File: config.mk
export PLATFORM = sky130hd
export DESIGN_NAME = heading_pi_rudder_controller_unit
export DESIGN_NICKNAME = d
export VERILOG_FILES = /design/src/rtl/core/hprc_pkg.sv /design/src/rtl/core/hprc_cfg_regs.sv /design/src/rtl/core/hprc_ctrl.sv /design/src/rtl/core/hprc_datapath.sv /design/src/rtl/core/heading_pi_rudder_controller_unit.sv
export VERILOG_INCLUDE_DIRS = /design/src /design/src/rtl/core
export SDC_FILE = /design/constraint.sdc
export NUM_CORES = 2
export LEC_CHECK = 0
export BUFFER_PORTS_ARGS = -buffer_cell sky130_fd_sc_hd__buf_2
export CAP_MARGIN = 20
export CORE_ASPECT_RATIO = 0.7
export CORE_UTILIZATION = 55
export DETAILED_ROUTE_END_ITERATION = 8
export PLACE_DENSITY = 0.73
export SYNTH_ARGS = -nofsm -noshare
export SYNTH_HDL_FRONTEND = slang
export SYNTH_SLANG_ARGS = --single-unit
File: constraint.sdc
create_clock -name clk -period 7.9 [get_ports clk]
set_input_delay 1.58 -clock clk [delete_from_list [all_inputs] [get_ports clk]]
set_output_delay 1.58 -clock clk [all_outputs]
set_load 0.1 [all_outputs]
File: src/rtl/core/heading_pi_rudder_controller_unit_defines.svh
// Assertion macros for the heading controller RTL.
// Define ASSERT_OFF to compile every assertion out.
`ifndef HEADING_PI_RUDDER_CONTROLLER_UNIT_DEFINES_SVH
`define HEADING_PI_RUDDER_CONTROLLER_UNIT_DEFINES_SVH

`ifndef ASSERT_OFF

// Clocked assertion that is switched off while reset is high.
`define HPRC_ASSERT(name, clk, rst, prop, msg) \
  name: assert property (@(posedge clk) disable iff (rst) prop) else $error(msg);

// Clocked assertion that also holds during reset.
`define HPRC_ASSERT_ALWAYS(name, clk, prop, msg) \
  name: assert property (@(posedge clk) prop) else $error(msg);

`else

`define HPRC_ASSERT(name, clk, rst, prop, msg)
`define HPRC_ASSERT_ALWAYS(name, clk, prop, msg)

`endif

`endif

File: src/rtl/core/hprc_pkg.sv
package hprc_pkg;

  // Fraction bits of the integral accumulator.
  localparam int FRAC_BITS = 16;

  // Field widths fixed by the interface.
  localparam int HEAD_W    = 9;
  localparam int ERR_W     = 9;
  localparam int RUD_W     = 8;
  localparam int PULSE_W   = 16;
  localparam int GAIN_W    = 16;
  localparam int ILIM_W    = 13;
  localparam int RLIM_W    = 7;
  localparam int STEP_W    = 10;
  localparam int CFG_IDX_W = 3;
  localparam int CFG_DAT_W = 16;

  // Datapath widths derived from the fraction bits.
  localparam int MAG_W    = ILIM_W + FRAC_BITS;       // clipped integral magnitude
  localparam int ACC_W    = MAG_W + 1;                // signed integral
  localparam int SUM_W    = ACC_W + 1;                // integral plus error, before clip
  localparam int DPROD_W  = MAG_W + GAIN_W;           // decay product
  localparam int PPROD_W  = GAIN_W + 1 + ERR_W;       // proportional product
  localparam int IPROD_W  = GAIN_W + 1 + ACC_W;       // integral term product
  localparam int CSUM_W   = IPROD_W + 1;              // command sum
  localparam int CSHIFT   = GAIN_W + FRAC_BITS;       // command rounding shift
  localparam int RMAG_W   = CSUM_W + 1 - CSHIFT;      // rounded command magnitude
  localparam int PSUM_W   = 20;                       // pulse sum before saturation

  // Rounding offsets: half of one unit after the decay and command shifts.
  localparam logic [DPROD_W-1:0] DECAY_HALF = {{(DPROD_W-1){1'b0}}, 1'b1} << (GAIN_W - 1);
  localparam logic [CSUM_W:0]    CMAG_HALF  = {{CSUM_W{1'b0}}, 1'b1} << (CSHIFT - 1);

  localparam logic signed [ERR_W:0] HALF_TURN = 10'sd180;
  localparam logic signed [ERR_W:0] FULL_TURN = 10'sd360;

  // Configuration register indexes.
  localparam logic [CFG_IDX_W-1:0] CFG_PROP_GAIN    = 3'd0;
  localparam logic [CFG_IDX_W-1:0] CFG_INTEG_GAIN   = 3'd1;
  localparam logic [CFG_IDX_W-1:0] CFG_DECAY_FACTOR = 3'd2;
  localparam logic [CFG_IDX_W-1:0] CFG_INTEG_LIMIT  = 3'd3;
  localparam logic [CFG_IDX_W-1:0] CFG_RUDDER_LIMIT = 3'd4;
  localparam logic [CFG_IDX_W-1:0] CFG_PULSE_CENTER = 3'd5;
  localparam logic [CFG_IDX_W-1:0] CFG_PULSE_STEP   = 3'd6;

  typedef struct packed {
    logic [GAIN_W-1:0]  prop_gain;
    logic [GAIN_W-1:0]  integ_gain;
    logic [GAIN_W-1:0]  decay_factor;
    logic [ILIM_W-1:0]  integ_limit;
    logic [RLIM_W-1:0]  rudder_limit;
    logic [PULSE_W-1:0] pulse_center;
    logic [STEP_W-1:0]  pulse_step;
  } cfg_t;

  // One strobe per datapath step.
  typedef struct packed {
    logic load;
    logic clip;
    logic decay;
    logic integ;
    logic sum;
    logic round;
    logic pulse;
  } cmd_t;

endpackage

File: src/rtl/core/hprc_cfg_regs.sv
module hprc_cfg_regs
  import hprc_pkg::*;
(
  input  logic                 clk,
  input  logic                 rst,
  input  logic                 cfg_valid,
  output logic                 cfg_ready,
  input  logic [CFG_IDX_W-1:0] cfg_index,
  input  logic [CFG_DAT_W-1:0] cfg_data,
  output cfg_t                 cfg
);

  assign cfg_ready = 1'b1;

  always_ff @(posedge clk) begin
    if (rst) begin
      cfg.prop_gain    <= 16'd6554;
      cfg.integ_gain   <= 16'd655;
      cfg.decay_factor <= 16'd58982;
      cfg.integ_limit  <= 13'd4000;
      cfg.rudder_limit <= 7'd5;
      cfg.pulse_center <= 16'd1500;
      cfg.pulse_step   <= 10'd100;
    end else if (cfg_valid && cfg_ready) begin
      case (cfg_index)
        CFG_PROP_GAIN:    cfg.prop_gain    <= cfg_data;
        CFG_INTEG_GAIN:   cfg.integ_gain   <= cfg_data;
        CFG_DECAY_FACTOR: cfg.decay_factor <= cfg_data;
        CFG_INTEG_LIMIT:  cfg.integ_limit  <= cfg_data[ILIM_W-1:0];
        CFG_RUDDER_LIMIT: cfg.rudder_limit <= cfg_data[RLIM_W-1:0];
        CFG_PULSE_CENTER: cfg.pulse_center <= cfg_data;
        CFG_PULSE_STEP:   cfg.pulse_step   <= cfg_data[STEP_W-1:0];
        default: begin
        end
      endcase
    end
  end

endmodule

File: src/rtl/core/hprc_ctrl.sv
`include "heading_pi_rudder_controller_unit_defines.svh"

module hprc_ctrl
  import hprc_pkg::*;
(
  input  logic clk,
  input  logic rst,
  input  logic in_valid,
  output logic in_stall,
  output logic out_valid,
  input  logic out_stall,
  output cmd_t cmd
);

  typedef enum logic [6:0] {
    ST_IDLE  = 7'b0000001,
    ST_CLIP  = 7'b0000010,
    ST_DECAY = 7'b0000100,
    ST_INTEG = 7'b0001000,
    ST_SUM   = 7'b0010000,
    ST_ROUND = 7'b0100000,
    ST_PULSE = 7'b1000000
  } state_t;

  state_t state;
  state_t state_next;
  logic   out_valid_next;

  assign in_stall = (state != ST_IDLE);

  always_comb begin
    state_next     = state;
    cmd            = '0;
    out_valid_next = out_valid && out_stall;
    case (state)
      ST_IDLE: begin
        if (in_valid) begin
          cmd.load   = 1'b1;
          state_next = ST_CLIP;
        end
      end
      ST_CLIP: begin
        cmd.clip   = 1'b1;
        state_next = ST_DECAY;
      end
      ST_DECAY: begin
        cmd.decay  = 1'b1;
        state_next = ST_INTEG;
      end
      ST_INTEG: begin
        cmd.integ  = 1'b1;
        state_next = ST_SUM;
      end
      ST_SUM: begin
        cmd.sum    = 1'b1;
        state_next = ST_ROUND;
      end
      ST_ROUND: begin
        cmd.round  = 1'b1;
        state_next = ST_PULSE;
      end
      ST_PULSE: begin
        // Wait until the output register is free before writing it.
        if (!out_valid || !out_stall) begin
          cmd.pulse      = 1'b1;
          out_valid_next = 1'b1;
          state_next     = ST_IDLE;
        end
      end
      default: begin
        state_next = ST_IDLE;
      end
    endcase
  end

  always_ff @(posedge clk) begin
    if (rst) begin
      state     <= ST_IDLE;
      out_valid <= 1'b0;
    end else begin
      state     <= state_next;
      out_valid <= out_valid_next;
    end
  end

  `HPRC_ASSERT(a_accept_starts, clk, rst, (in_valid && !in_stall) |=> (state == ST_CLIP), "accepted item did not start the sequence")
  `HPRC_ASSERT(a_no_overwrite, clk, rst, cmd.pulse |-> (!out_valid || !out_stall), "result written over a waiting result")
  `HPRC_ASSERT(a_valid_source, clk, rst, $rose(out_valid) |-> $past(state == ST_PULSE), "result shown without a pulse step")
  `HPRC_ASSERT_ALWAYS(a_busy_stalls, clk, (state != ST_IDLE) |-> in_stall, "input taken while busy")

endmodule

File: src/rtl/core/hprc_datapath.sv
module hprc_datapath
  import hprc_pkg::*;
(
  input  logic                      clk,
  input  logic                      rst,
  input  cmd_t                      cmd,
  input  cfg_t                      cfg,
  input  logic [HEAD_W-1:0]         target_heading,
  input  logic [HEAD_W-1:0]         measured_heading,
  output logic signed [ERR_W-1:0]   heading_error,
  output logic signed [RUD_W-1:0]   rudder_cmd,
  output logic [PULSE_W-1:0]        servo_pulse
);

  // Stored integral state.
  logic signed [ACC_W-1:0]   integral_acc;

  logic signed [ERR_W-1:0]   err;
  logic [MAG_W-1:0]          clip_mag;
  logic                      clip_neg;
  logic signed [PPROD_W-1:0] prop_prod;
  logic signed [IPROD_W-1:0] integ_prod;
  logic signed [CSUM_W-1:0]  csum;
  logic signed [RUD_W-1:0]   rud;

  logic signed [ERR_W:0]     err_raw;
  logic signed [ERR_W:0]     err_wrap;
  logic signed [SUM_W-1:0]   acc_sum;
  logic [SUM_W-1:0]          acc_mag;
  logic [MAG_W-1:0]          lim;
  logic [DPROD_W-1:0]        dprod;
  logic [DPROD_W-1:0]        dround;
  logic [MAG_W-1:0]          dmag;
  logic [CSUM_W-1:0]         cmag;
  logic [CSUM_W:0]           cround;
  logic [RMAG_W-1:0]         rmag;
  logic [RLIM_W-1:0]         rclamp;
  logic signed [PSUM_W-1:0]  pprod;
  logic signed [PSUM_W-1:0]  psum;

  // Heading error with one wrap correction.
  always_comb begin
    err_raw = $signed({1'b0, target_heading}) - $signed({1'b0, measured_heading});
    if (err_raw < -HALF_TURN) begin
      err_wrap = err_raw + FULL_TURN;
    end else if (err_raw > HALF_TURN) begin
      err_wrap = err_raw - FULL_TURN;
    end else begin
      err_wrap = err_raw;
    end
  end

  // Integrate and clip by magnitude.
  always_comb begin
    acc_sum = SUM_W'(integral_acc) + (SUM_W'(err) <<< FRAC_BITS);
    acc_mag = acc_sum[SUM_W-1] ? SUM_W'(-acc_sum) : SUM_W'(acc_sum);
    lim     = MAG_W'(cfg.integ_limit) << FRAC_BITS;
  end

  // Decay, rounded half away from zero on the magnitude.
  always_comb begin
    dprod  = clip_mag * cfg.decay_factor;
    dround = dprod + DECAY_HALF;
    dmag   = dround[DPROD_W-1:GAIN_W];
  end

  // Command rounding and clamp.
  always_comb begin
    cmag   = csum[CSUM_W-1] ? CSUM_W'(-csum) : CSUM_W'(csum);
    cround = {1'b0, cmag} + CMAG_HALF;
    rmag   = cround[CSUM_W:CSHIFT];
    if (rmag > RMAG_W'(cfg.rudder_limit)) begin
      rclamp = cfg.rudder_limit;
    end else begin
      rclamp = rmag[RLIM_W-1:0];
    end
  end

  always_comb begin
    pprod = rud * $signed({1'b0, cfg.pulse_step});
    psum  = pprod + $signed({{(PSUM_W-PULSE_W){1'b0}}, cfg.pulse_center});
  end

  always_ff @(posedge clk) begin
    if (rst) begin
      integral_acc <= '0;
    end else if (cmd.decay) begin
      integral_acc <= clip_neg ? -$signed({1'b0, dmag}) : $signed({1'b0, dmag});
    end
  end

  always_ff @(posedge clk) begin
    if (cmd.load) begin
      err <= err_wrap[ERR_W-1:0];
    end
    if (cmd.clip) begin
      clip_neg  <= acc_sum[SUM_W-1];
      clip_mag  <= (acc_mag > {2'b00, lim}) ? lim : acc_mag[MAG_W-1:0];
      prop_prod <= $signed({1'b0, cfg.prop_gain}) * err;
    end
    if (cmd.integ) begin
      integ_prod <= $signed({1'b0, cfg.integ_gain}) * integral_acc;
    end
    if (cmd.sum) begin
      csum <= CSUM_W'(integ_prod) + (CSUM_W'(prop_prod) <<< FRAC_BITS);
    end
    if (cmd.round) begin
      rud <= csum[CSUM_W-1] ? -$signed({1'b0, rclamp}) : $signed({1'b0, rclamp});
    end
    if (cmd.pulse) begin
      heading_error <= err;
      rudder_cmd    <= rud;
      if (psum[PSUM_W-1]) begin
        servo_pulse <= '0;
      end else if (psum > $signed(PSUM_W'(17'h0FFFF))) begin
        servo_pulse <= '1;
      end else begin
        servo_pulse <= psum[PULSE_W-1:0];
      end
    end
  end

endmodule

File: src/rtl/core/heading_pi_rudder_controller_unit.sv
// An accepted input item walks through the clip, decay, integral, sum, round and pulse steps in order.
// A new item is taken only in the idle state, after the six sequencer steps of the last item are done.
// A waiting result does not hold off the next input item; that item's last step holds while
// the prior result stalls.
// Reset (synchronous, active high) clears the integral, loads default register values,
// and empties the output register.

// The controller walks one item through seven dependent steps: capture and wrap the heading
// error, add it to the integral and clip, apply the decay multiply, form the integral term,
// add the proportional term, round and clamp the rudder command, and finally form the
// saturated servo pulse. The datapath registers each step, so no path carries more than
// one multiplier. Configuration writes are taken in any cycle and are expected only
// while no item is in flight.
module heading_pi_rudder_controller_unit
  import hprc_pkg::*;
(
  input  logic                     clk,
  input  logic                     rst,
  // Input channel.
  input  logic                     in_valid,
  output logic                     in_stall,
  input  logic [HEAD_W-1:0]        target_heading,
  input  logic [HEAD_W-1:0]        measured_heading,
  // Result channel.
  output logic                     out_valid,
  input  logic                     out_stall,
  output logic signed [ERR_W-1:0]  heading_error,
  output logic signed [RUD_W-1:0]  rudder_cmd,
  output logic [PULSE_W-1:0]       servo_pulse,
  // Configuration write channel.
  input  logic                     cfg_valid,
  output logic                     cfg_ready,
  input  logic [CFG_IDX_W-1:0]     cfg_index,
  input  logic [CFG_DAT_W-1:0]     cfg_data
);

  cfg_t cfg;
  cmd_t cmd;

  // Register file for gains, limits and servo scaling.
  hprc_cfg_regs u_cfg_regs (
    .clk       (clk),
    .rst       (rst),
    .cfg_valid (cfg_valid),
    .cfg_ready (cfg_ready),
    .cfg_index (cfg_index),
    .cfg_data  (cfg_data),
    .cfg       (cfg)
  );

  // Sequencer: owns the handshakes; one step strobe per cycle, except while idle or stalled.
  hprc_ctrl u_ctrl (
    .clk       (clk),
    .rst       (rst),
    .in_valid  (in_valid),
    .in_stall  (in_stall),
    .out_valid (out_valid),
    .out_stall (out_stall),
    .cmd       (cmd)
  );

  // Arithmetic and the kept integral; the output register lives here.
  hprc_datapath u_datapath (
    .clk              (clk),
    .rst              (rst),
    .cmd              (cmd),
    .cfg              (cfg),
    .target_heading   (target_heading),
    .measured_heading (measured_heading),
    .heading_error    (heading_error),
    .rudder_cmd       (rudder_cmd),
    .servo_pulse      (servo_pulse)
  );

endmodule
Yosys cells after proc, flatten, opt, wreduce, memory -nomap -nowiden
Index checks and enable logic that the tools add are counted.
{ "totals": {"wordCells": 95, "out_inout_bits": 36, "in_bits": 42, "regBits": 333} }
{ "classes": {"mul": 4, "magnitude_cmp": 5, "n_addsub": 12, "mux": 23, "reduce_logical": 13, "eq_ne": 16} }
{ "ops": {"columns": ["op", "count"], "rows": [
  ["adder 48 x 32 -> 49 bit, second input constant", 1],
  ["one-hot mux 7 bit (7 select lines)", 1],
  ["adder 47 x 42 -> 48 bit", 1],
  ["2-to-1 mux 48 bit", 1],
  ["negator 48 bit", 1],
  ["multiplier 17 x 30 -> 47 bit", 1],
  ["adder 45 x 16 -> 45 bit, second input constant", 1],
  ["multiplier 29 x 16 -> 45 bit", 1],
  ["adder 30 x 25 -> 31 bit", 1],
  ["greater-than comparator 31 x 29 -> 1 bit", 1],
  ["2-to-1 mux 31 bit", 1],
  ["negator 31 bit", 1],
  ["2-to-1 mux 30 bit", 1],
  ["negator 29 -> 30 bit", 1],
  ["2-to-1 mux 29 bit", 1],
  ["2-to-1 mux 7 bit", 4],
  ["multiplier 17 x 9 -> 26 bit", 1],
  ["adder 20 x 17 -> 20 bit", 1],
  ["greater-than comparator 20 x 17 -> 1 bit, second input constant", 1],
  ["multiplier 8 x 11 -> 19 bit", 1],
  ["2-to-1 mux 9 bit", 2],
  ["greater-than comparator 17 x 7 -> 1 bit", 1],
  ["2-to-1 mux 16 bit", 1],
  ["AND reduction 2 bit", 8],
  ["other kinds (24)", 38]
]} }

Logic depth before layout (Yosys ltp)
{ "logic_depth": {"ltp_word": 7, "ltp_mapped": 29, "mapped_depth_nobuf": 27} }

Hierarchy
From an unflattened synthesis, not the netlist that was laid out.
{ "unflattened": {"cells_unflattened": 6210, "area_unflattened_um2": 57277.4} }
{ "modules_own_cells": {"columns": ["mod", "instances", "seq_area_each_um2", "cells_per_inst", "area_each_um2"], "rows": [
  ["hprc_datapath", 1, 6636.4, 5809, 53118.4],
  ["hprc_cfg_regs", 1, 1881.8, 356, 3747.3],
  ["hprc_ctrl", 1, 160.2, 45, 411.6]
]} }

Worst setup path before layout
OpenSTA, ideal clock, no wires.
{ "synth_path": {"kind": "register to register", "from": "register u_datapath.clip_mag[2]", "to": "register u_datapath.integral_acc[28]", "path_stages_with_launch": 26, "t_arrival_ps": 7142, "setup_ps": 129, "t_required_ps": 7771, "path_buffers": 2, "slack_ps": 629, "period_less_slack_ps": 7271, "cell_sequence": "edfxtp_1 clkbuf_1 and2_1 fa_1 inv_1 fa_1 inv_1 fa_1 fa_1 fa_1 inv_1 fa_1 inv_1 ha_1 clkbuf_1 a21o_1 a31o_2 a21oi_1 o41ai_1 nand2_1 o311ai_1 nand4_1 nor4b_2 o21ai_0 o31ai_1 o211ai_1"} }
{ "synth_between": {"elab_chain_len": 4} }
{ "synth_rtl": {"columns": ["item", "line", "text"], "rows": [
  ["start, declared", "hprc_datapath.sv:19", "logic [MAG_W-1:0] clip_mag;"],
  ["start signal, assigned", "hprc_datapath.sv:98", "clip_mag <= (acc_mag > {2'b00, lim}) ? lim : acc_mag[MAG_W-1:0];"],
  ["multiplier 29 x 16 -> 45 bit (*)", "hprc_datapath.sv:62", "dprod = clip_mag * cfg.decay_factor;"],
  ["adder 45 x 16 -> 45 bit (*)", "hprc_datapath.sv:63", "dround = dprod + DECAY_HALF;"],
  ["negator 29 -> 30 bit", "hprc_datapath.sv:88", "integral_acc <= clip_neg ? -$signed({1'b0, dmag}) : $signed({1'b0, dmag});"],
  ["2-to-1 mux 30 bit (*)", "hprc_datapath.sv:88", null],
  ["end signal, assigned", "hprc_datapath.sv:88", null],
  ["end, declared", "hprc_datapath.sv:16", "logic signed [ACC_W-1:0] integral_acc;"]
]} }
Every way passes the cells marked *; elsewhere a longest branch is shown, timed or not.
A chain may end at the register's enable or synchronous reset.

Final worst setup path
{ "layout_path": {"from": "register u_datapath.integral_acc[14]", "to": "register u_datapath.integ_prod[46], data pin"} }
{ "layout_between": {"elab_chain_len": 1} }
{ "layout_rtl": {"columns": ["item", "line", "text"], "rows": [
  ["multiplier 17 x 30 -> 47 bit", "hprc_datapath.sv:102", "integ_prod <= $signed({1'b0, cfg.integ_gain}) * integral_acc;"],
  ["end signal, assigned", "hprc_datapath.sv:102", null],
  ["end, declared", "hprc_datapath.sv:22", "logic signed [IPROD_W-1:0] integ_prod;"]
]} }
Every way passes these cells.

==> parameters.txt <==
Parameter                              Value

Outcome
  Run status ... finished, final reports clean

Finish
  Final core area utilization ... 59.6%
  Area Growth Syn to Fin ... 6.94%
  Share of final-layout standard cells stronger than drive strength 1 ... 6.36%
  Layout net count ... 7858

Floorplan
  I/O pin count ... 78
  Full die area ... 105000 sq um
  Core footprint ... 103000 sq um
  Initial core utilization ... 55.7%
  Number of core rows ... 98
  Die Ht ... 272 um
  Die Wd ... 387 um

STA
  Sum Neg Setup Slack ... 0 ns
  # setup viols final ... 0
  Final period util ... 97.8%
  Slew at the pin with the worst max-slew slack ... 1.00 ns
  Hold Vio Cnt, Final ... 0
  Final Critical Period ... 7.73 ns
  Clk_skew ... 0.0367 ns
  Number of pins exceeding their max-slew limit in the final report ... 0
  Worst path setup slack after routing ... 0.171 ns
  Rel. slew slack ... 33.0%
  Highest clock frequency the design can meet ... 0.129 GHz

Drt
  First DRT Iteration DRCs ... 3521
  Wirelength, routed ... 150000 um
  DR WL/cell ... 19.3 um
  Remaining design rule violation count ... 0
  Length of the first detailed-routing pass in iterations ... 7
  Mean number of vias per cell ... 5.65
  DRT antenna net count ... 0
  Via count ... 43700

GRT
  Wire length of the first global-routing pass ... 245000 um
  Combined global-route utilization of all metal layers ... 29.3%
  Number of global-route vias before repair ... 44700
  Initial antenna violation count ... 2
  Pin count of the biggest net entering global routing ... 92
  Grt ovf ... 0

Hold path
  Cell count of the worst hold path ... 0
  Capture endpoint of the worst hold path ... u_datapath.csum[7]
  Hold path startpoint ... u_datapath.integ_prod[7]
  Worst Hold Class ... reg -> reg

Clocking
  Number of clock sinks ... 333
  Number of buffers inserted during clock tree synthesis ... 37
  TritonCTS clock tree ... built
  Hold buffers post-CTS ... 0
  H-tree Lvls ... 2
  Clock Latency Late Sink ... 0.60 ns
  Largest buffer count on any clock path ... 3
  Post-CTS clock slew at the launch and capture registers of the worst setup and hold paths ... 0.07 ns
  Cell at the root of the clock tree ... clkbuf_16

Place
  DP Worst Slack ... -0.0896 ns
  Final HPWL DP ... 121000 um
  Count of buffers inserted at the top-level ports ... 76
  Weighted congestion reported at the end of routability-driven placement ... 0.958

Yosys
  Mapped Cells ... 6343
  Number of enable-type register cells in the synthesized netlist ... 201
  Count of yosys warnings during synthesis ... 0
  Library cells used by synthesis ... 95
  Sequential share of the synthesized area ... 15.2%
  Post-synthesis net count ... 7839
  Most used DFF post-synth ... edfxtp_1
  Proportion of synthesized flip-flops having asynchronous set or reset ... 0%
  Syn_area_per_cell ... 9.00 sq um
  Number of synthesized register bits ... 333
  Cell area after technology mapping ... 57100 sq um

Pwr
  Share of power burned in registers ... 11.4%
  Power density of the placed cells ... 318 nW/um^2
  VDD IR max ... 0.575 mV
  Relative contribution of combinational cells to total power ... 78.9%
  Internal portion of total power ... 0.00930 W
  Clock power frac ... 9.8%
  Total net switching power ... 0.0101 W
  Sw Share ... 52.1%
  Overall Power ... 0.0194 W
  Reported leakage power ... 28.9 nW

Critical path
  Top fanout value on the critical path ... 17
  Worst Path Required ... 8.34 ns
  Nature of the critical path endpoint ... register
  Category of the critical setup timing path ... reg -> reg
  Reg2reg start ... u_datapath.integral_acc[14]
  R2R cell count ... 20
  Type of element launching the critical path ... register
  Arrival time of data at the critical path endpoint ... 8.17 ns
  Setup slack of the most critical reg-to-reg path ... 0.17 ns
  Endpoint of the worst-slack reg-to-reg timing path ... u_datapath.integ_prod[46]

Job
  Count of maximum capacitance violations ... 0
-- power by group through the flow --
stage               combinational (W)  sequential, W  clock [W]
floorplan                      0.0101        0.00219          0
global placement               0.0143        0.00224          0
detailed placement             0.0144        0.00224          0
CTS                            0.0147        0.00221    0.00191
global route                   0.0169        0.00221    0.00198
finish                         0.0153        0.00221    0.00190
-- logic make-up (layout without fill, tap and decap cells) --
family	count (synthesis)	after routing	synth area share [%]
flip-flops	333	333	15.2
XOR/XNOR	230	230	3.53
adder cells (fa/ha/maj)	1455	1455	44.9
buffers and inverters	1535	1579	10.2
other	1	3	0.00657
multiplexers	33	33	0.697
AND/OR/NAND/NOR	2045	2045	17.2
AO/OA/AOI/OAI	711	711	8.28
-- Yosys cell counts, drive strengths merged, types with 18 or more instances --
cell       n  area share, %
inv     1250            8.2
ha       466             10
nor2     182            1.2
and2     460            5.0
fa       988             35
nor4      24           0.28
or3       26           0.29
buf       21           0.21
nand4     26           0.28
dfxtp    132            4.6
mux2      18           0.43
nand3b    46           0.60
a21o      87            1.1
xor2      73            1.1
o21a      23           0.30
o21ai    118            1.0
o21bai    23           0.30
a21oi    197            1.7
and3      28           0.31
a211oi    61           0.81
nor3      66           0.58
clkbuf   261            1.7
o211ai    18           0.24
nand2   1013            6.7
a31oi     25           0.27
xnor2    157            2.4
nand3     50           0.44
edfxtp   201             11
nand2b    39           0.43
nor2b     30           0.33
-- area by class of cell --
class,count,area (sq um)
multi-input combinational,4475,42800
fill,8784,41500
sequential,333,8690
inverter,1253,4700
timing repair buffer,262,1920
tap,1350,1690
clock buffer,44,1050
clock inverter,20,244
antenna,2,5.00
-- placed cells by master (no fill, tap or decap), types with 46 or more instances in the layout --
master	instances
a211oi_1	57
a21o_1	87
a21oi_1	196
and2_1	460
buf_2	75
buf_4	176
dfxtp_1	123
edfxtp_1	201
fa_1	987
ha_1	464
inv_1	1249
nand2_1	1013
nand3_1	47
nand3b_1	46
nor2_1	182
nor3_1	66
o21ai_0	114
xnor2_1	156
xor2_1	73
-- how the worst max path moves through the flow --
stage | startpoint | to | slack (ns) | depth (start not counted)
6_report | u_datapath.integral_acc[14] | u_datapath.integ_prod[46] | 0.17 | 20
5_1_grt | u_datapath.clip_mag[6] | u_datapath.integral_acc[27] | -0.16 | 22
4_1_cts | u_cfg_regs.cfg[49] | u_datapath.integral_acc[18] | 0.009 | 28
3_5_place_dp | u_datapath.clip_mag[9] | u_datapath.integral_acc[27] | -0.09 | 22
3_3_place_gp | u_datapath.clip_mag[10] | u_datapath.integral_acc[27] | 0.12 | 21
2_1_floorplan | u_datapath.clip_mag[2] | u_datapath.integral_acc[28] | 0.63 | 25
-- flip-flops by register name, indices dropped and copies added, names as in the netlist --
name	count
u_datapath.rud	8
u_ctrl.out_valid	1
u_cfg_regs.cfg	94
u_datapath.clip_neg	1
u_datapath.err	9
u_datapath.prop_prod	26
u_datapath.integral_acc	30
u_datapath.clip_mag	29
u_datapath.integ_prod	47
u_datapath.servo_pulse	16
u_datapath.rudder_cmd	8
u_ctrl.state	7
u_datapath.heading_error	9
u_datapath.csum	48
-- critical path: stages (launching register included) --
cell and delay [ns]:
dfxtp_1 0.96, nand2_1 0.19, fa_1 0.62, fa_1 0.45, fa_1 0.57, fa_1 0.46, fa_1 0.52, inv_1 0.06
fa_1 0.45, ha_1 0.35, o21a_1 0.18, o21ai_0 0.26, a21boi_0 0.25, o211ai_1 0.28, o21ai_0 0.22, a311o_1 0.40
a31oi_1 0.27, o31ai_1 0.17, a311o_1 0.39, a2111o_1 0.43, nand3_1 0.08
-- metrics by stage --
step	std cells	hold WS [ns]	cell area, sq um
2_1_floorplan	6343	0.400	57100
3_3_place_gp	7653	0.401	59400
3_5_place_dp	7654	0.405	59400
4_1_cts	7718	0.420	60700
5_1_grt	7737	0.433	61000
6_report	7739	0.419	61100
-- routing by layer --
metal	GRT usage, %	vias to the layer above	share of wire (%)
met5	0	-	0.017
met2	42.8	1954	42
met1	44.1	21700	45
met3	7.12	195	11
li1	-	19800	-
met4	6.05	4	1.9
-- what timing repair did --
action,CTS,global route
setup buffers,0,17
pin swaps,0,4
resized for setup,1,35
endpoints found under the setup margin,4,21
cloned,0,1
(Power assumes the default switching activity.)
